`src/lzss_decompressor_defines.svh`:
```
// assertion macros shared by the decompressor modules
`ifndef LZSS_DECOMPRESSOR_DEFINES_SVH
`define LZSS_DECOMPRESSOR_DEFINES_SVH

// same-cycle implication, checked outside reset
`define LZSD_ASSERT_NOW(label, ante, cons, msg) \
  label: assert property (@(posedge clk_i) disable iff (!rst_ni) (ante) |-> (cons)) \
    else $error(msg);

// next-cycle implication, checked outside reset
`define LZSD_ASSERT_NEXT(label, ante, cons, msg) \
  label: assert property (@(posedge clk_i) disable iff (!rst_ni) (ante) |=> (cons)) \
    else $error(msg);

`endif

```
`src/lzsd_pkg.sv`:
```
// shared constants and command types of the lzss decompressor
`timescale 1ns / 1ps
package lzsd_pkg;

  localparam int WINDOW_BITS_DEF    = 12;
  localparam int LENGTH_BITS_DEF    = 4;
  localparam int MIN_MATCH_SKIP_DEF = 2;

  // tokens announced by one flag byte
  localparam logic [3:0] FLAG_TOKENS = 4'd8;

  typedef enum logic [1:0] {
    CMD_NONE,
    CMD_LIT,
    CMD_MATCH,
    CMD_MARK
  } cmd_kind_e;

  typedef struct packed {
    cmd_kind_e   kind;
    logic [7:0]  data;
    logic        last;
  } cmd_t;

  typedef struct packed {
    logic        rd_en;
    logic        wr_en;
    logic        frame_end;
    logic [7:0]  wr_data;
  } ring_req_t;

endpackage

```
`src/lzsd_parser.sv`:
```
// token parser: flag bytes, literals and two-byte match references
`timescale 1ns / 1ps
module lzsd_parser import lzsd_pkg::*; #(
  parameter int WINDOW_BITS    = WINDOW_BITS_DEF,
  parameter int LENGTH_BITS    = LENGTH_BITS_DEF,
  parameter int MIN_MATCH_SKIP = MIN_MATCH_SKIP_DEF
) (
  input  logic                   clk_i,
  input  logic                   rst_ni,
  input  logic                   accept_i,
  input  logic [7:0]             in_byte_i,
  input  logic                   in_frame_last_i,
  output cmd_t                   cmd_o,
  output logic [WINDOW_BITS-1:0] pos_o,
  output logic [$clog2((1 << LENGTH_BITS) + MIN_MATCH_SKIP + 1)-1:0] len_o
);

  localparam int LenW = $clog2((1 << LENGTH_BITS) + MIN_MATCH_SKIP + 1);

  logic [7:0]  flag_q, flag_d;
  logic [3:0]  tokens_q, tokens_d;
  logic        await_q, await_d;
  logic [7:0]  off_q, off_d;
  logic [15:0] pos_full;

  assign pos_full = {8'(in_byte_i >> LENGTH_BITS), off_q};
  assign pos_o    = pos_full[WINDOW_BITS-1:0];
  assign len_o    = LenW'(in_byte_i[LENGTH_BITS-1:0]) + LenW'(MIN_MATCH_SKIP + 1);

  always_comb begin
    flag_d     = flag_q;
    tokens_d   = tokens_q;
    await_d    = await_q;
    off_d      = off_q;
    cmd_o.kind = CMD_NONE;
    cmd_o.data = in_byte_i;
    cmd_o.last = in_frame_last_i;
    if (tokens_q == '0) begin
      flag_d   = in_byte_i;
      tokens_d = FLAG_TOKENS;
    end else if (flag_q[0]) begin
      cmd_o.kind = CMD_LIT;
      flag_d     = flag_q >> 1;
      tokens_d   = tokens_q - 4'd1;
    end else if (!await_q) begin
      off_d   = in_byte_i;
      await_d = 1'b1;
    end else begin
      cmd_o.kind = CMD_MATCH;
      await_d    = 1'b0;
      flag_d     = flag_q >> 1;
      tokens_d   = tokens_q - 4'd1;
    end
    // frame end: empty marker if nothing completes, then parser back to reset
    if (in_frame_last_i) begin
      if (cmd_o.kind == CMD_NONE) begin
        cmd_o.kind = CMD_MARK;
        cmd_o.data = 8'd0;
      end
      flag_d   = '0;
      tokens_d = '0;
      await_d  = 1'b0;
      off_d    = '0;
    end
  end

  always_ff @(posedge clk_i or negedge rst_ni) begin
    if (!rst_ni) begin
      flag_q   <= '0;
      tokens_q <= '0;
      await_q  <= 1'b0;
      off_q    <= '0;
    end else if (accept_i) begin
      flag_q   <= flag_d;
      tokens_q <= tokens_d;
      await_q  <= await_d;
      off_q    <= off_d;
    end
  end

endmodule

```
`config.mk`:
```
export PLATFORM = sky130hd
export DESIGN_NAME = lzsd_parser
export DESIGN_NICKNAME = d
export VERILOG_FILES = /design/src/lzss_decompressor_defines.svh /design/src/lzsd_pkg.sv /design/src/lzsd_parser.sv
export SDC_FILE = /design/constraint.sdc
export NUM_CORES = 1
export LEC_CHECK = 0
export ABC_CLOCK_PERIOD_IN_PS = 2430
export BUFFER_PORTS_ARGS = -buffer_cell sky130_fd_sc_hd__buf_2
export CAP_MARGIN = 20
export CORE_ASPECT_RATIO = 2
export CORE_MARGIN = 8
export CORE_UTILIZATION = 51
export CTS_CLUSTER_DIAMETER = 100
export CTS_CLUSTER_SIZE = 40
export DETAILED_ROUTE_END_ITERATION = 10
export PLACE_DENSITY_LB_ADDON = 0.12
export SYNTH_ARGS = -nofsm -noshare
export SYNTH_HDL_FRONTEND = slang
export SYNTH_SLANG_ARGS = --single-unit
```
`constraint.sdc`:
```
create_clock -name clk_i -period 2.43 [get_ports clk_i]
set_clock_uncertainty 0.05 [all_clocks]
set_input_delay 0.3645 -clock clk_i [delete_from_list [all_inputs] [get_ports clk_i]]
set_output_delay 0.3645 -clock clk_i [all_outputs]
set_load 0.01 [all_outputs]
```
==> results of run 1 <==
==> power groups by stage <==
stage | combinational [mW] | clock (mW) | sequential (mW)
finish | 0.889 | 0.231 | 0.604
CTS | 0.897 | 0.239 | 0.603
global placement | 0.870 | 0 | 0.604
global route | 0.987 | 0.251 | 0.624
floorplan | 0.641 | 0 | 0.601
detailed placement | 0.883 | 0 | 0.608
==> sequential cells by signal (all words and copies together) (netlist names) <==
register  count
await_q       1
flag_q        8
off_q         8
tokens_q      4
==> area by class of cell <==
| cell class | instances | area, µm² | share of cell area |
|---|---|---|---|
| tap | 29 | 36.3 | 0.0225 |
| clock inverter | 1 | 5.00 | 0.00310 |
| multi-input combinational | 100 | 733 | 0.454 |
| timing repair buffer | 45 | 240 | 0.149 |
| inverter | 9 | 33.8 | 0.0209 |
| clock buffer | 3 | 41.3 | 0.0256 |
| sequential | 21 | 526 | 0.325 |
==> layer usage <==
layer / track usage / routed length, µm
met5: 0 / 0
met4: 0.0674 / 44
met1: 0.185 / 1400
met2: 0.224 / 1670
met3: 0.0314 / 277
==> cell families after synthesis <==
logic type      after synthesis  synth area share
buf+inv                      24            0.0963
simple gates                 51             0.198
compound gates               36             0.224
flops                        21             0.378
mux                           8            0.0639
fa+ha+maj                     3            0.0270
xor+xnor                      2            0.0126
==> critical path, delay by kind of cell (launching register included) <==
family / cells / cell delay, ns
AOI/OAI and AO/OA: 1 / 0.28
adders and majority gates: 1 / 0.21
buffers and inverters: 2 / 0.27
DFF: 1 / 0.38
and+or+nand+nor: 1 / 0.49
==> worst paths after layout <==
kind	to	cells after the start	start
min	flag_q[0]	1	rst_ni
min in group clk_i	tokens_q[1]	2	accept_i
max	cmd_o[9]	5	tokens_q[0]
min reg2reg	flag_q[6]	1	flag_q[6]
max in group asynchronous	off_q[4]	1	rst_ni
max reg2reg	flag_q[5]	5	tokens_q[0]
==> cell usage in the layout (no fill, tap or decap), types with 4 or more instances in the layout <==
cell	Yosys	routed
o21ai_0	5	5
dfrtp_1	21	21
buf_2	2	39
nand2_1	22	22
mux2_2	7	7
and2_1	8	8
and2b_2	4	4
buf_4	5	6
o221ai_1	6	6
inv_1	8	8
a32o_1	5	5
==> timing repair <==
action / in CTS / in global routing
endpoints found under the hold margin: 0 / 0
hold buffers: 0 / 0
resized for setup: 1 / 0
setup endpoints to repair: 1 / 0
==> stage by stage <==
| step | cell area, µm² | hold slack [ns] |
|---|---|---|
| final | 1620 | 0.00380 |
| after CTS | 1620 | 0.0171 |
| after global placement | 1570 | 0.307 |
| after floorplan | 1390 | 0.0189 |
| after detailed placement | 1570 | 0.303 |
| after global routing | 1620 | 0.0484 |
==> flow_summary_export.csv, run 1 <==
group,metric,value,unit
timing,setup_viol,0,
global_route,grt_pass1_vias,1165,
clock_tree,clk_path_buf_depth,2,
outcome,status,"completed",
timing,tns,0,ns
detailed_routing,via_count,1215,
finish,post-route-util,0.605,
clock_tree,cts.reportedPaths.clkPinSlew,0.08,ns
clock_tree,cts_root_buf,"clkbuf_8",
timing,fin_ws,0.123,ns
power,comb_power_share,0.516,
finish,nets,195,
timing,finalCriticalPeriod,2.31,ns
synthesis,syn_nets,160,
detailed_routing,via_per_inst,5.84,
power,power.total,1.72,mW
clock_tree,numCtsBuffers,3,
global_route,track_usage,0.147,
worst_setup_path,crit_slowest_cell,"or3b_4",
global_route,gr-total-overflow,0,
power,pwr-share-seq,0.350,
detailed_routing,wirelength,3390,µm
power,p_switching,0.721,mW
finish,final_cells,208,
synthesis,synthCells,145,
timing,finalHoldViolations,0,
clock_tree,clock_latency,0.26,ns
timing,rsz0062_at_grt,"false",
place,dp_cells,204,
detailed_routing,wl_per_cell,16.3,µm
synthesis,yosys-top-cells-area,"dfrtp_1, nand2_1, mux2_2",
detailed_routing,drtIter0Drc,45,
synthesis,synth_edf_count,0,
worst_setup_path,reg2reg_slack,0.35,ns
power,switching_share,0.418,
worst_setup_path,path_class,"flop to primary output",
power,vdd_ir_drop_max,0.842,mV
worst_setup_path,crit_chain,"inv_1, ha_1, or3b_4, a22o_2, buf_2",
power,p_int,1.00,mW
die,die_width,52.9,µm
worst_setup_path,required,2.02,ns
synthesis,avgSynthCellArea,9.59,µm²
timing,worst_slew_pin_slew,0.486,ns
clock_tree,h-tree-depth,1,
place,io_buffers,39,
synthesis,yosys_warnings,0,
global_route,antenna_found_initial,0,
die,initial_core_util,0.521,
synthesis,synthFlopType,"dfrtp_1",
timing,slew_viol_final,0,
finish,diodes,0,
synthesis,synth_top_area_frac,0.378,
global_route,grt_max_degree,22,
die,fp.dieH,89.8,µm
die,ios,40,
die,coreArea,0.00267,mm²
finish,drive_gt1_frac,0.369,
place,dp_hpwl,2570,µm
clock_tree,tritoncts,"done",
synthesis,synth_cell_types,41,
synthesis,synthesis.area,0.00139,mm²
timing,max_clock_freq,433,MHz
synthesis,yosysSeqAreaShare,0.378,
synthesis,ys_async_sr_fraction,1.00,
timing,finalCritPeriodShare,0.949,
flow_run,drv_cap,0,
place,dp_slack,0.217,ns
synthesis,yosysMostFrequentCell,"nand2_1",
detailed_routing,first_pass_iters,4,
detailed_routing,ant_nets,0,
synthesis,ys_seq_elements,21,
die,dieArea,0.00475,mm²
worst_setup_path,cp.arrival,1.89,ns
worst_setup_path,slowest_delay,0.49,ns
finish,area_growth,16.2,%
power,p_leak,0.780,nW
worst_setup_path,setup.worst_path.start_class,"flop",
detailed_routing,drc,0,
finish,fillers,239,
worst_setup_path,endpoint_kind,"primary output",
clock_tree,post_cts.repair.setup_buffers,0,
place,gp_congestion,0.760,
global_route,grt_first_pass_wirelength,5640,µm
timing,slew_headroom,0.676,
die,rows,27,
worst_setup_path,crit_path_max_fanout,13,
synthesis,yosys.area.top_type,"dfrtp_1",
worst_hold_path,hold_class,"input port to async pin",
clock_tree,clock-sinks,21,
synthesis,synth_common_cells,"nand2_1, dfrtp_1, and2_1, inv_1, mux2_2",
power,powerDensity,1070,mW/mm²
power,p_clk_frac,0.134,
Note: power is estimated with default switching activity, not from simulation.
==> inputs of run 2 (changes only) <==
--- a/config.mk
+++ b/config.mk
@@ -5,6 +5,7 @@
 export SDC_FILE = /design/constraint.sdc
 export NUM_CORES = 1
 export LEC_CHECK = 0
+export ABC_AREA = 1
 export ABC_CLOCK_PERIOD_IN_PS = 2430
 export BUFFER_PORTS_ARGS = -buffer_cell sky130_fd_sc_hd__buf_2
 export CAP_MARGIN = 20
==> flow_summary_export.csv, run 2 <==
group,metric,value,unit
synthesis,yosys_warnings,0,
power,pwr-share-seq,0.339,
timing,rsz0062_at_grt,"false",
detailed_routing,via_per_inst,5.15,
place,place_area,0.00150,mm²
global_route,grt_pass1_vias,1303,
synthesis,synthFlopType,"dfrtp_1",
finish,most-common-layout-cells,"nand2_1, buf_2, dfrtp_1",
place,io_buffers,39,
worst_setup_path,ff2ff_path_depth,8,
finish,final_area,0.00155,mm²
place,gp_congestion,0.866,
power,p_leak,0.890,nW
worst_setup_path,reg2reg_slack,0.70,ns
synthesis,yosysSeqAreaShare,0.392,
finish,drive_gt1_frac,0.257,
power,p_clk_frac,0.127,
clock_tree,clock_latency,0.27,ns
global_route,antenna_found_initial,0,
die,initial_core_util,0.529,
clock_tree,cts.reportedPaths.clkPinSlew,0.08,ns
finish,post-route-util,0.610,
power,p_int,0.959,mW
clock_tree,h-tree-depth,1,
worst_hold_path,hold_class,"input port to async pin",
timing,finalCriticalPeriod,2.28,ns
synthesis,avgSynthCellArea,7.41,µm²
worst_setup_path,cp.arrival,1.86,ns
worst_setup_path,required,2.02,ns
finish,multi_input_area,667,µm²
clock_tree,clk_path_buf_depth,2,
clock_tree,post_cts.repair.setup_buffers,0,
finish,diodes,0,
power,switching_share,0.481,
finish,nets,230,
outcome,status,"complete, but fails checks",
clock_tree,numCtsBuffers,3,
synthesis,synthCells,181,
finish,final_common_cell,"nand2_1",
finish,top_regs,"flag_q: 8 flops, off_q: 8 flops, tokens_q: 4 flops",
timing,finalCritPeriodShare,0.936,
worst_setup_path,setup.worst_path.start_class,"flop",
clock_tree,cts_root_buf,"clkbuf_8",
synthesis,synth_cell_types,26,
synthesis,yosys-top-cells-area,"dfrtp_1, nand2_1, inv_1",
finish,area_growth,15.4,%
synthesis,synth_common_cells,"nand2_1, dfrtp_1, inv_1, nand3_1, nor2_1",
synthesis,yosys.area.top_type,"dfrtp_1",
timing,finalHoldViolations,14,
timing,hold_ws,-0.00233,ns
synthesis,synth_mux_area_frac,0,
synthesis,ys_seq_elements,21,
worst_setup_path,path_class,"flop to primary output",
die,ios,40,
worst_setup_path,slowest_delay,0.40,ns
die,fp.dieH,88.5,µm
synthesis,synthesis.area,0.00134,mm²
power,p_switching,0.890,mW
synthesis,synth_top_area_frac,0.392,
detailed_routing,ant_nets,0,
worst_setup_path,crit_path_max_fanout,13,
power,vdd_ir_drop_max,0.596,mV
worst_setup_path,critPathBufInv,2,
timing,max_clock_freq,440,MHz
place,dp_hpwl,2760,µm
clock_tree,tritoncts,"done",
timing,tns,0,ns
die,coreArea,0.00254,mm²
worst_setup_path,r2r_end,"flag_q[2]",
worst_setup_path,endpoint_kind,"primary output",
timing,slew_headroom,0.680,
synthesis,synth_top_family_by_area,"simple AND/OR/NAND/NOR gates",
worst_setup_path,crit_slowest_cell,"ha_1",
die,die_width,52.3,µm
synthesis,yosysMostFrequentCell,"nand2_1",
power,powerDensity,1190,mW/mm²
finish,fillers,240,
synthesis,synth_compound_area_frac,0.0784,
worst_setup_path,cp_top_family,"adder cells",
timing,slew_viol_final,0,
synthesis,syn_nets,196,
detailed_routing,drtIter0Drc,20,
die,dieArea,0.00463,mm²
synthesis,synth-adder-area-share,0.0280,
clock_tree,clock-sinks,21,
synthesis,ys_async_sr_fraction,1.00,
worst_setup_path,crit_chain,"inv_1, ha_1, nand2_4, o21ai_2, a21boi_0, buf_2",
outcome,violations,"hold timing",
global_route,track_usage,0.154,
global_route,gr-total-overflow,0,
die,rows,26,
synthesis,yosys.area_share.xor_xnor,0.0196,
finish,ff_latch_area,526,µm²
detailed_routing,wirelength,3400,µm
timing,setup_viol,0,
global_route,grt_max_degree,22,
detailed_routing,wl_per_cell,14.1,µm
detailed_routing,drc,0,
detailed_routing,via_count,1246,
synthesis,synth_edf_count,0,
timing,worst_slew_pin_slew,0.479,ns
power,comb_power_share,0.534,
synthesis,synth_simple_gate_area_frac,0.368,
worst_setup_path,r2r_start,"tokens_q[0]",
flow_run,drv_cap,0,
detailed_routing,first_pass_iters,4,
global_route,grt_first_pass_wirelength,5620,µm
-- run 2: cell types whose count changed in the layout (fill, tap and decap cells not counted), sizes merged, moves of 7 or more --
cell	change
nand2	+51
inv	+13
nand3	+10
and2	-8
nand4	+8
nor2	+8
mux2	-7
-- run 2: how the worst max path moves through the flow --
stage                start  endpoint  cells past startpoint
5_1_grt        tokens_q[0]  cmd_o[6]                      6
4_1_cts        tokens_q[0]  cmd_o[8]                      6
3_5_place_dp   tokens_q[0]  cmd_o[8]                      6
2_1_floorplan  tokens_q[0]  cmd_o[9]                      7
6_report       tokens_q[0]  cmd_o[7]                      6
3_3_place_gp   tokens_q[0]  cmd_o[8]                      6
-- run 2: layer usage --
| layer | track usage | vias up | wire [µm] |
|---|---|---|---|
| met1 | 0.164 | 578 | 1360 |
| met4 | 0.0711 | 0 | 65 |
| li1 | - | 629 | - |
| met5 | 0 | - | 0 |
| met3 | 0.0253 | 7 | 127 |
| met2 | 0.279 | 32 | 1850 |
-- run 2: metrics by stage --
stage	hold WS, ns	total power, mW	std cells	setup slack (ns)
3_3_place_gp	0.300	1.58	238	0.332
5_1_grt	0.0393	2.00	242	0.0617
3_5_place_dp	0.305	1.62	238	0.275
2_1_floorplan	0.0189	1.35	181	0.687
6_report	-0.00233	1.85	242	0.155
4_1_cts	0.0169	1.86	242	0.155
-- run 2: repair_timing --
item | CTS | global route
endpoints found under the hold margin | 0 | 0
gates resized for setup | 1 | 0
setup endpoints to repair | 5 | 0
hold buffers | 0 | 0
-- run 2: power by group through the flow --
stage	clock [mW]	sequential (mW)	combinational [mW]
floorplan	0	0.637	0.716
global placement	0	0.618	0.961
detailed placement	0	0.628	0.989
CTS	0.234	0.625	1.00
global route	0.251	0.643	1.11
finish	0.234	0.627	0.988
-- run 2: logic make-up after synthesis --
logic type	count (synthesis)
AO/OA/AOI/OAI	17
XOR/XNOR	3
adder cells (fa/ha/maj)	3
buffers and inverters	31
flip-flops	21
AND/OR/NAND/NOR	106
-- run 2: layout make-up --
class / instances / share of cell area
Multi-Input combinational cell: 129 / 0.431
Sequential cell: 21 / 0.340
Timing Repair Buffer: 39 / 0.126
Inverter: 21 / 0.0509
Clock buffer: 3 / 0.0267
Tap cell: 28 / 0.0226
Clock inverter: 1 / 0.00323
