--- config.mk ---
export PLATFORM = sky130hd
export DESIGN_NAME = lzsd_copy
export DESIGN_NICKNAME = d
export VERILOG_FILES = /design/src/lzsd_pkg.sv /design/src/lzsd_copy.sv
export VERILOG_INCLUDE_DIRS = /design/src /design/src/src
export SDC_FILE = /design/constraint.sdc
export NUM_CORES = 1
export LEC_CHECK = 0
export ABC_CLOCK_PERIOD_IN_PS = 2520
export BUFFER_PORTS_ARGS = -buffer_cell sky130_fd_sc_hd__buf_4
export CAP_MARGIN = 10
export CORE_ASPECT_RATIO = 0.8
export CORE_MARGIN = 4
export CORE_UTILIZATION = 52
export DETAILED_ROUTE_END_ITERATION = 7
export HOLD_SLACK_MARGIN = 0.05
export PLACE_DENSITY = 0.9
export SLEW_MARGIN = 20
export SYNTH_ARGS = -nofsm -noshare
export SYNTH_HDL_FRONTEND = slang
export SYNTH_SLANG_ARGS = --single-unit
--- constraint.sdc ---
create_clock -name clk_i -period 2.52 [get_ports clk_i]
set_clock_uncertainty 0.05 [all_clocks]
set_input_delay 0.378 -clock clk_i [delete_from_list [all_inputs] [get_ports clk_i]]
set_output_delay 0.378 -clock clk_i [all_outputs]
set_load 0.02 [all_outputs]
--- src/lzss_decompressor_defines.svh ---
// assertion macros shared by the decompressor modules
`ifndef LZSS_DECOMPRESSOR_DEFINES_SVH
`define LZSS_DECOMPRESSOR_DEFINES_SVH

// same-cycle implication, checked outside reset
`define LZSD_ASSERT_NOW(label, ante, cons, msg) \
  label: assert property (@(posedge clk_i) disable iff (!rst_ni) (ante) |-> (cons)) \
    else $error(msg);

// next-cycle implication, checked outside reset
`define LZSD_ASSERT_NEXT(label, ante, cons, msg) \
  label: assert property (@(posedge clk_i) disable iff (!rst_ni) (ante) |=> (cons)) \
    else $error(msg);

`endif

--- src/lzsd_pkg.sv ---
// shared constants and command types of the lzss decompressor
`timescale 1ns / 1ps
package lzsd_pkg;

  localparam int WINDOW_BITS_DEF    = 12;
  localparam int LENGTH_BITS_DEF    = 4;
  localparam int MIN_MATCH_SKIP_DEF = 2;

  // tokens announced by one flag byte
  localparam logic [3:0] FLAG_TOKENS = 4'd8;

  typedef enum logic [1:0] {
    CMD_NONE,
    CMD_LIT,
    CMD_MATCH,
    CMD_MARK
  } cmd_kind_e;

  typedef struct packed {
    cmd_kind_e   kind;
    logic [7:0]  data;
    logic        last;
  } cmd_t;

  typedef struct packed {
    logic        rd_en;
    logic        wr_en;
    logic        frame_end;
    logic [7:0]  wr_data;
  } ring_req_t;

endpackage

--- src/lzsd_copy.sv ---
// copy sequencer, read stage and output register
`timescale 1ns / 1ps
`include "lzss_decompressor_defines.svh"
module lzsd_copy import lzsd_pkg::*; #(
  parameter int WINDOW_BITS    = WINDOW_BITS_DEF,
  parameter int LENGTH_BITS    = LENGTH_BITS_DEF,
  parameter int MIN_MATCH_SKIP = MIN_MATCH_SKIP_DEF
) (
  input  logic                   clk_i,
  input  logic                   rst_ni,
  input  logic                   cmd_valid_i,
  input  cmd_t                   cmd_i,
  input  logic [WINDOW_BITS-1:0] pos_i,
  input  logic [$clog2((1 << LENGTH_BITS) + MIN_MATCH_SKIP + 1)-1:0] len_i,
  output logic                   take_o,
  output ring_req_t              ring_req_o,
  output logic [WINDOW_BITS-1:0] ring_addr_o,
  input  logic [7:0]             ring_data_i,
  output logic                   out_valid_o,
  input  logic                   out_ready_i,
  output logic [7:0]             out_byte_o,
  output logic                   byte_valid_o,
  output logic                   run_last_o,
  output logic                   frame_done_o
);

  localparam int LenW = $clog2((1 << LENGTH_BITS) + MIN_MATCH_SKIP + 1);
  localparam logic [LenW-1:0] LenOne = LenW'(1);

  logic                   busy_q;
  logic [WINDOW_BITS-1:0] addr_q;
  logic [LenW-1:0]        left_q;
  logic                   flast_q;

  logic       s1_v_q, s1_ring_q, s1_bv_q, s1_rl_q, s1_fd_q;
  logic [7:0] s1_data_q;
  logic [7:0] s1_byte;

  logic       out_v_q, out_bv_q, out_rl_q, out_fd_q;
  logic [7:0] out_byte_q;

  logic out_free, s1_move, slot, issue, direct;

  assign out_free = !out_v_q || out_ready_i;
  assign s1_move  = s1_v_q && out_free;
  assign slot     = !s1_v_q || s1_move;
  assign issue    = busy_q && slot;
  assign take_o   = !busy_q && slot;
  assign direct   = cmd_valid_i && ((cmd_i.kind == CMD_LIT) || (cmd_i.kind == CMD_MARK));
  assign s1_byte  = s1_ring_q ? ring_data_i : s1_data_q;

  always_comb begin
    ring_req_o.rd_en     = issue;
    ring_req_o.wr_en     = s1_move && s1_bv_q;
    ring_req_o.frame_end = s1_move && s1_fd_q;
    ring_req_o.wr_data   = s1_byte;
  end
  assign ring_addr_o = addr_q;

  always_ff @(posedge clk_i or negedge rst_ni) begin
    if (!rst_ni) begin
      busy_q  <= 1'b0;
      addr_q  <= '0;
      left_q  <= '0;
      flast_q <= 1'b0;
    end else if (cmd_valid_i && (cmd_i.kind == CMD_MATCH)) begin
      busy_q  <= 1'b1;
      addr_q  <= pos_i;
      left_q  <= len_i;
      flast_q <= cmd_i.last;
    end else if (issue) begin
      addr_q <= addr_q + 1'b1;
      left_q <= left_q - LenOne;
      if (left_q == LenOne) begin
        busy_q <= 1'b0;
      end
    end
  end

  always_ff @(posedge clk_i or negedge rst_ni) begin
    if (!rst_ni) begin
      s1_v_q <= 1'b0;
    end else if (issue || direct) begin
      s1_v_q <= 1'b1;
    end else if (s1_move) begin
      s1_v_q <= 1'b0;
    end
  end

  always_ff @(posedge clk_i) begin
    if (issue) begin
      s1_ring_q <= 1'b1;
      s1_data_q <= 8'd0;
      s1_bv_q   <= 1'b1;
      s1_rl_q   <= (left_q == LenOne);
      s1_fd_q   <= (left_q == LenOne) && flast_q;
    end else if (direct) begin
      s1_ring_q <= 1'b0;
      s1_data_q <= cmd_i.data;
      s1_bv_q   <= (cmd_i.kind == CMD_LIT);
      s1_rl_q   <= 1'b1;
      s1_fd_q   <= cmd_i.last;
    end
  end

  always_ff @(posedge clk_i or negedge rst_ni) begin
    if (!rst_ni) begin
      out_v_q <= 1'b0;
    end else if (s1_move) begin
      out_v_q <= 1'b1;
    end else if (out_ready_i) begin
      out_v_q <= 1'b0;
    end
  end

  always_ff @(posedge clk_i) begin
    if (s1_move) begin
      out_byte_q <= s1_byte;
      out_bv_q   <= s1_bv_q;
      out_rl_q   <= s1_rl_q;
      out_fd_q   <= s1_fd_q;
    end
  end

  assign out_valid_o  = out_v_q;
  assign out_byte_o   = out_byte_q;
  assign byte_valid_o = out_bv_q;
  assign run_last_o   = out_rl_q;
  assign frame_done_o = out_fd_q;

  `LZSD_ASSERT_NOW(a_no_cmd_while_busy, cmd_valid_i, !busy_q, "command during copy")
  `LZSD_ASSERT_NOW(a_busy_has_count, busy_q, left_q != '0, "copy active with zero count")
  `LZSD_ASSERT_NEXT(a_copy_end_run_last, issue && (left_q == LenOne),
                    s1_v_q && s1_rl_q, "last copied byte lacks run_last")

endmodule

==> impl_metrics.ini, run 1 <==
[sta]
fmax_mhz = 477.0
tightest_slew_ns = 0.5045
hold_violations = 0
setup_tns_ns = 0
rsz0062_at_grt = no
setup_viol = 0
relSlewSlack_pct = 66.36
drv_slew = 0
whs_ns = 0.2401
min_period_ns = 2.097
setup_slack_ns = 0.4235
post-route-period-util_pct = 83.20

[grt]
gr-total-overflow = 0
grt_max_degree = 22
grt_pass1_wl_mm = 8.031
grt_pass1_vias = 1705
grt_usage_pct = 20.44
antenna_found_initial = 0

[pwr]
p_leak_nw = 1.185
peakVddDrop_mv = 0.6998
finalPower_mw = 2.657
power.density_mw_per_mm2 = 973.2

[worst_setup_path]
critPathTopFamily = buffers and inverters
crit_fanout = 14
slowest_delay_ns = 0.43
reg2reg_from = ring_addr_o[0]
regToRegSetupSlack_ns = 0.88
crit_type = register to output pin
path_cells = nand3b_1 -> nand2_1 -> inv_2 -> buf_4
critPathSlowestCell = dfrtp_1
startpoint = s1_v_q
critPathBufInv = 2
critPathRequiredTime_ns = 2.09
worstSetupEndpoint = ring_req_o[10]
critical_path.startpoint_type = register
crit_arrival_ns = 1.67
end_kind = output pin
crit_cells = 4
reg2regPathDepth = 5
r2r-end = ring_addr_o[8]

[clock_network]
h-tree-depth = 2
clkTransAtPathRegs_ns = 0.08
clock_latency_ns = 0.29
cts_sinks = 44
post_cts_resized = 0
clk_path_buf_depth = 2
cts_root_buf = clkbuf_8
cts_tree = yes
cts_buffers = 5

[layout]
n_fill_cell = 276
nets = 317
syn2layout_area_growth_pct = 32.56
layout-drive-gt1-share_pct = 35.04
final_cell_mix = buf_4, nand2_1, dfrtp_1
final_common_cell = buf_4
insertedDiodeCount = 0

[floorplan]
core_area_mm2 = 0.003804
dieArea_mm2 = 0.005038
pin_count = 76
fp-row-count = 20
die_x_um = 78.36
initial_core_util_pct = 54.14
die_h_um = 64.29

[yosys]
synthFlopType = dfrtp_1
synth-edff-count = 13
ys_ff_latch = 44
synth_seq_area_share_pct = 54.19
synthArstFlopShare_pct = 47.73
ys_types = 37
avgSynthCellArea_um2 = 10.30
syn_nets = 243
yosysWarnings = 0
syn_area_mm2 = 0.002059
syn_inst = 200

[drt]
drtIter0Drc = 151
wire_per_inst_um = 14.36
avgViaCountPerCell = 5.158
drtPass1Iterations = 5
remaining_drc_errors = 0
route.vias.total = 1697
ant_nets = 0
wl_mm = 4.723

[hold_path]
hold_class = input port to register

[placed_design]
io_buffer_count = 75
dp_hpwl_mm = 3.719
dpl_worst_slack_ns = 0.6492
gp_congestion = 0.8503

[run]
maxCapViolCount = 0

[run_status]
status = finished clean
==> Yosys cell counts (all sizes together), types with 2 or more instances <==
cell     n  share of area (%)
inv      4               0.73
nor3     4               0.97
nand4    4                2.2
and2     2               0.61
nor2    10                1.8
o21ai   15                3.8
buf      6                1.9
xnor2   10                4.3
and3b    2               0.85
a21oi   12                2.9
xor2     4                1.7
nor4     3                2.7
and3     3               0.91
nand3b   3                1.1
dfrtp   21                 26
mux2     8                4.4
dfxtp   10                9.7
ha       3                1.8
nand2   45                8.2
edfxtp  13                 19
nand2b   2               0.61
clkbuf   4               0.73
nand3    7                1.7
==> cell type report <==
type                       instances  area [um^2]  share of cell area [%]
inverter                           4        15.01                  0.5500
tap                               55        68.82                   2.521
sequential                        44         1116                   40.88
timing repair buffer              77        580.6                   21.26
multi-input combinational        142        873.3                   31.99
clock inverter                     2        7.507                  0.2750
clock buffer                       5        68.82                   2.521
==> registers in the layout, indices dropped and copies added, names as in the netlist, 5 cells and up <==
register / cells
out_byte_o: 8
left_q: 5
ring_addr_o: 12
s1_data_q: 8
==> power by group <==
part	total, mW	internal [mW]	leakage, nW	switching (mW)
Combinational	1.06	0.470	0.694	0.588
Sequential	1.20	0.973	0.452	0.227
Clock	0.398	0.183	0.0391	0.215
Total	2.66	1.63	1.19	1.03
==> cell families after synthesis <==
kind of cell,after synthesis,share of synthesized area [%]
simple gates,86,22.05
flops,44,54.19
compound gates,31,8.203
xor+xnor,14,5.953
buf+inv,14,3.401
mux,8,4.374
fa+ha+maj,3,1.823
==> worst reg2reg max path: stages, from the launching register on <==
cell	delay [ns]
dfrtp_1	0.49
ha_1	0.22
nand3_1	0.18
nor4_4	0.32
xnor2_1	0.16
a21oi_1	0.09
==> metrics by stage <==
stage / instances / utilization, % / area (um^2)
final: 329 / 71.78 / 2730
after global routing: 329 / 71.78 / 2730
after CTS: 329 / 71.78 / 2730
after detailed placement: 321 / 69.51 / 2644
after global placement: 321 / 69.51 / 2644
after floorplan: 200 / - / 2059
==> worst min-delay path by stage <==
stage	from	to	slack, ns	cells after the start
detailed placement	rst_ni	out_valid_o	0.22	1
global placement	rst_ni	ring_addr_o[9]	0.23	1
CTS	len_i[2]	left_q[2]	0.24	3
floorplan	rst_ni	busy_q	0.03	0
global route	pos_i[10]	ring_addr_o[10]	0.23	2
finish	pos_i[7]	ring_addr_o[7]	0.24	3
==> what timing repair did <==
action	in CTS	in global routing
endpoints found under the setup margin	0	0
buffers inserted	0	0
hold buffers	1	0
hold endpoints to repair	21	0
==> layer usage <==
layer | GRT usage (%) | wire length [um] | up-vias | part of all wire (%)
met5 | 0 | 0 | - | 0
met3 | 5.915 | 315 | 4 | 6.7
met2 | 34.40 | 2326 | 61 | 49
met1 | 25.45 | 2044 | 800 | 43
li1 | - | - | 832 | -
met4 | 6.332 | 36 | 0 | 0.76
No activity file was read; power rests on OpenSTA's default activity.
==> inputs of run 2 (changes only) <==
--- a/config.mk
+++ b/config.mk
@@ -6,15 +6,16 @@
 export SDC_FILE = /design/constraint.sdc
 export NUM_CORES = 1
 export LEC_CHECK = 0
-export ABC_CLOCK_PERIOD_IN_PS = 2520
+export ABC_AREA = 1
+export ABC_CLOCK_PERIOD_IN_PS = 2200
 export BUFFER_PORTS_ARGS = -buffer_cell sky130_fd_sc_hd__buf_4
 export CAP_MARGIN = 10
 export CORE_ASPECT_RATIO = 0.8
 export CORE_MARGIN = 4
-export CORE_UTILIZATION = 52
+export CORE_UTILIZATION = 50
 export DETAILED_ROUTE_END_ITERATION = 7
 export HOLD_SLACK_MARGIN = 0.05
-export PLACE_DENSITY = 0.9
+export PLACE_DENSITY = 0.85
 export SLEW_MARGIN = 20
 export SYNTH_ARGS = -nofsm -noshare
 export SYNTH_HDL_FRONTEND = slang
==> constraint.sdc (replaced) <==
create_clock -name clk_i -period 2.2 [get_ports clk_i]
set_clock_uncertainty 0.05 [all_clocks]
set_input_delay 0.33 -clock clk_i [delete_from_list [all_inputs] [get_ports clk_i]]
set_output_delay 0.33 -clock clk_i [all_outputs]
set_load 0.02 [all_outputs]
==> impl_metrics.ini, run 2 <==
[drt]
wire_per_inst_um = 12.63
wl_mm = 5.357
remaining_drc_errors = 0
route.vias.total = 2092
drtIter0Drc = 109
avgViaCountPerCell = 4.934
ant_nets = 0
drtPass1Iterations = 5

[clock_network]
h-tree-depth = 2
post_cts_resized = 0
cts_sinks = 44
cts_tree = yes
post-cts-setup-buffer-count = 0
clock_latency_ns = 0.30
clkTransAtPathRegs_ns = 0.08
cts_root_buf = clkbuf_8
clk_path_buf_depth = 2
holdBufCountCts = 1
cts_buffers = 5

[hold_path]
min_from = cmd_i[10]
hold_class = input port to register
min_path_cells = 2
holdPathEnd = s1_bv_q

[layout]
final_common_cell = nand2_1
insertedDiodeCount = 0
final_cell_mix = nand2_1, buf_4, inv_1
layout-drive-gt1-share_pct = 27.52
final_cells = 424
largest_reg_flops = 12
nets = 409
syn2layout_area_growth_pct = 27.86

[sta]
min_period_ns = 1.843
relSlewSlack_pct = 72.22
drv_slew = 0
setup_viol = 0
rsz0062_at_grt = no
tightest_slew_ns = 0.4158
setup_tns_ns = 0
post-route-period-util_pct = 83.76
hold_violations = 0
fmax_mhz = 542.7

[yosys]
syn_area_mm2 = 0.002308
ys_ff_latch = 44
yosys-top-cells-area = dfrtp_1, nand2_1, edfxtp_1, dfxtp_1, inv_1
yosysWarnings = 0
synthFlopType = dfrtp_1
synth_most_common_cell = nand2_1
synth-edff-count = 13
synth_compound_area_share_pct = 7.805
ys_types = 34
syn_inst = 292
yosys.area_share.simple_pct = 32.36
yosys.area_share.xor_xnor_pct = 0.7588
syn_nets = 335
synth_top_area_share_pct = 22.76
synthMuxAreaShare_pct = 0
yosys.area_share.adder_pct = 1.626
synth_seq_area_share_pct = 48.35
synth.cells.most_frequent = nand2_1, inv_1, nor2_1
yosys.area.top_type = dfrtp_1
avgSynthCellArea_um2 = 7.906
synthArstFlopShare_pct = 47.73
synth_top_family_by_area = simple AND/OR/NAND/NOR gates

[placed_design]
place_inst = 415
gp_congestion = 0.8693
io_buffer_count = 75
dp_hpwl_mm = 4.117

[worst_setup_path]
critical_path.startpoint_type = register
crit_arrival_ns = 1.46
end_kind = output pin
regToRegSetupSlack_ns = 0.72
path_cells = nand3_2 -> nand2_4 -> inv_1 -> buf_4
reg2regPathDepth = 8
critPathSlowestCell = dfrtp_1
critPathRequiredTime_ns = 1.82
r2r-end = ring_addr_o[10]
critPathTopFamily = buffers and inverters
crit_fanout = 17
crit_type = register to output pin
critPathBufInv = 2
slowest_delay_ns = 0.41
reg2reg_from = ring_addr_o[1]

[grt]
grt_pass1_wl_mm = 8.845
gr-total-overflow = 0
grt_max_degree = 22
grt_pass1_vias = 1864
antenna_found_initial = 0
grt_usage_pct = 19.71

[floorplan]
fp-row-count = 21
die_x_um = 83.97
pin_count = 76
dieArea_mm2 = 0.005775
core_area_mm2 = 0.004309
initial_core_util_pct = 53.57
die_h_um = 68.78

[run]
maxCapViolCount = 0

[pwr]
power.density_mw_per_mm2 = 1264
p_leak_nw = 1.531
peakVddDrop_mv = 0.6590

[run_status]
status = finished clean
==> run 2: changes by cell type in the layout (fill, tap and decap cells not counted), moves of 3 or more <==
| cell | change |
|---|---|
| nor2_2 | +3 |
| o21ai_0 | +5 |
| nor2_1 | +16 |
| a21oi_1 | -8 |
| xnor2_1 | -8 |
| nand2_1 | +67 |
| and3_1 | -3 |
| xor2_1 | -4 |
| inv_1 | +25 |
| mux2_2 | -8 |
==> run 2: final cells by class <==
type / instances / area (um^2)
Tap cell: 57 / 71.32
Inverter: 31 / 116.4
Sequential cell: 44 / 1116
Fill cell: 377 / 1358
Multi-Input combinational cell: 207 / 982.2
Timing Repair Buffer: 77 / 580.6
Clock inverter: 2 / 12.51
Clock buffer: 6 / 72.57
==> run 2: routing by layer <==
layer	track usage (%)	vias up	part of all wire, %
li1	-	1064	-
met1	26.05	941	45
met2	30.95	79	45
met3	5.819	8	8.6
met4	7.831	0	1.4
met5	0	-	0
==> run 2: cells by family after synthesis <==
logic type | after synthesis
and+or+nand+nor | 171
DFF | 44
buffers and inverters | 41
AOI/OAI and AO/OA | 31
adders and majority gates | 3
xor gates and xnor gates | 2
==> run 2: per-stage QoR <==
step	hold slack, ns	setup WS [ns]	instance area, um^2	power (mW)	util (%)
finish	0.2126	0.3573	2952	3.732	68.50
global route	0.1949	0.2361	2952	4.021	68.50
CTS	0.2058	0.3577	2952	3.744	68.50
detailed placement	0.1847	0.5873	2856	3.254	66.29
global placement	0.1842	0.6131	2856	3.197	66.29
floorplan	-0.01559	0.7755	2308	2.641	-
==> run 2: worst max-delay path by stage <==
stage | startpoint | endpoint | slack, ns | cells past startpoint
finish | out_valid_o | ring_req_o[10] | 0.36 | 4
global route | out_valid_o | ring_req_o[10] | 0.24 | 4
CTS | out_valid_o | ring_req_o[10] | 0.36 | 4
detailed placement | out_ready_i | ring_req_o[10] | 0.59 | 6
global placement | out_ready_i | ring_req_o[10] | 0.61 | 6
floorplan | out_valid_o | ring_req_o[10] | 0.78 | 5
==> run 2: report_power, final <==
group,leakage (nW),switching [mW],internal (mW)
logic,1.04,1.10,0.706
registers,0.454,0.261,1.17
clock network,0.0412,0.267,0.222
==> inputs of run 3 (changes only) <==
--- a/config.mk
+++ b/config.mk
@@ -6,16 +6,16 @@
 export SDC_FILE = /design/constraint.sdc
 export NUM_CORES = 1
 export LEC_CHECK = 0
-export ABC_AREA = 1
-export ABC_CLOCK_PERIOD_IN_PS = 2200
+export ABC_AREA = 0
+export ABC_CLOCK_PERIOD_IN_PS = 1500
 export BUFFER_PORTS_ARGS = -buffer_cell sky130_fd_sc_hd__buf_4
 export CAP_MARGIN = 10
 export CORE_ASPECT_RATIO = 0.8
 export CORE_MARGIN = 4
-export CORE_UTILIZATION = 50
+export CORE_UTILIZATION = 44
 export DETAILED_ROUTE_END_ITERATION = 7
 export HOLD_SLACK_MARGIN = 0.05
-export PLACE_DENSITY = 0.85
+export PLACE_DENSITY = 0.81
 export SLEW_MARGIN = 20
 export SYNTH_ARGS = -nofsm -noshare
 export SYNTH_HDL_FRONTEND = slang
==> constraint.sdc (replaced) <==
create_clock -name clk_i -period 1.5 [get_ports clk_i]
set_clock_uncertainty 0.05 [all_clocks]
set_input_delay 0.225 -clock clk_i [delete_from_list [all_inputs] [get_ports clk_i]]
set_output_delay 0.225 -clock clk_i [all_outputs]
set_load 0.02 [all_outputs]
==> impl_metrics.ini, run 3 (synthesis results as in run 1) <==
[worst_setup_path]
crit_type = register to output pin
crit_fanout = 5
reg2regPathDepth = 5
reg2reg_from = out_valid_o
startpoint = out_valid_o
crit_arrival_ns = 1.28
regToRegSetupSlack_ns = 0.06
r2r-end = s1_fd_q
critPathRequiredTime_ns = 1.22
critical_path.startpoint_type = register
end_kind = output pin

[layout]
layout-drive-gt1-share_pct = 44.37
final_common_cell = buf_4
seqCellArea_mm2 = 0.001122
largest_reg_flops = 12
insertedDiodeCount = 0
n_fill_cell = 340
final_util_pct = 70.74
final_cells = 350
multi_input_area_um2 = 953.4
syn2layout_area_growth_pct = 48.91
nets = 335
final_cell_mix = buf_4, nand2_1, dfrtp_1
fin_area_mm2 = 0.003067

[clock_network]
clkTransAtPathRegs_ns = 0.09
h-tree-depth = 2
cts_sinks = 44
cts_tree = yes
clock_latency_ns = 0.30
cts_root_buf = clkbuf_8
clk_path_buf_depth = 2
cts_buffers = 5

[placed_design]
place_inst = 335
dpl-instance-area_mm2 = 0.002755
gp_congestion = 0.7699
dp_hpwl_mm = 3.679
dpl_worst_slack_ns = -0.06792
io_buffer_count = 75

[floorplan]
initial_core_util_pct = 47.50
die_x_um = 84.49
pin_count = 76
fp-row-count = 21
dieArea_mm2 = 0.005846
core_area_mm2 = 0.004335
die_h_um = 69.19

[drt]
avgViaCountPerCell = 5.111
met1_length_mm = 2.180
wl_mm = 5.236
route.vias.total = 1789
remaining_drc_errors = 0
wire_per_inst_um = 14.96
wl_met2_mm = 2.584
ant_nets = 0
top_layer_used = met4
wl_met3_um = 334
drtIter0Drc = 93
drtPass1Iterations = 4

[sta]
tightest_slew_ns = 0.4610
setup_tns_ns = -0.1975
setup_viol = 8
drv_slew = 0
relSlewSlack_pct = 69.19
setup_slack_ns = -0.05954
fmax_mhz = 641.2
rsz0062_at_grt = yes
min_period_ns = 1.560
hold_violations = 0
whs_ns = 0.07380
post-route-period-util_pct = 104.0

[run_status]
status = complete, but fails checks
violations = negative setup slack

[grt]
grt_pass1_vias = 1830
grt_pass1_wl_mm = 8.825
antenna_found_initial = 0
gr-total-overflow = 0
grt_usage_pct = 18.79
grt_max_degree = 25

[hold_path]
min_from = len_i[2]
hold_class = input port to register
holdPathEnd = left_q[2]
min_path_cells = 3

[pwr]
p_leak_nw = 1.355
peakVddDrop_mv = 1.013
finalPower_mw = 5.204
power.density_mw_per_mm2 = 1697

[run]
maxCapViolCount = 0
## run 3: how the worst max path moves through the flow
stage	end	slack [ns]	cells after the start
global placement	ring_addr_o[10]	-0.02	5
finish	ring_req_o[10]	-0.06	5
floorplan	ring_req_o[10]	0.02	5
CTS	ring_req_o[10]	-0.06	5
global route	ring_req_o[10]	-0.12	5
detailed placement	ring_addr_o[10]	-0.07	5
## run 3: layout make-up
type / count / share of cell area [%]
clock inverter: 3 / 1.510
timing repair buffer: 95 / 25.58
multi-input combinational: 142 / 31.09
sequential: 44 / 36.60
tap: 57 / 2.326
clock buffer: 5 / 2.244
inverter: 4 / 0.6528
## run 3: metal layers
| layer | global-route usage [%] | vias up |
|---|---|---|
| met5 | 0 | - |
| met4 | 9.139 | 0 |
| met3 | 4.276 | 10 |
| met2 | 29.45 | 57 |
| met1 | 24.45 | 847 |
| li1 | - | 875 |
## run 3: report_power, final
| group | internal, mW | switching [mW] |
|---|---|---|
| logic | 1.12 | 1.20 |
| clock network | 0.502 | 0.426 |
| registers | 1.64 | 0.320 |
| total | 3.26 | 1.94 |
## run 3: critical path: stages, from the launching register on
cell and delay (ns):
dfrtp_2 0.41, buf_6 0.12, nand3b_1 0.17, nand2_4 0.10
inv_6 0.08, buf_6 0.11
## run 3: what timing repair did
item	CTS	global route
buffers inserted	4	3
hold buffers	1	0
endpoints found under the setup margin	14	25
gates resized for setup	27	11
pin swaps	3	8
endpoints found under the hold margin	21	0
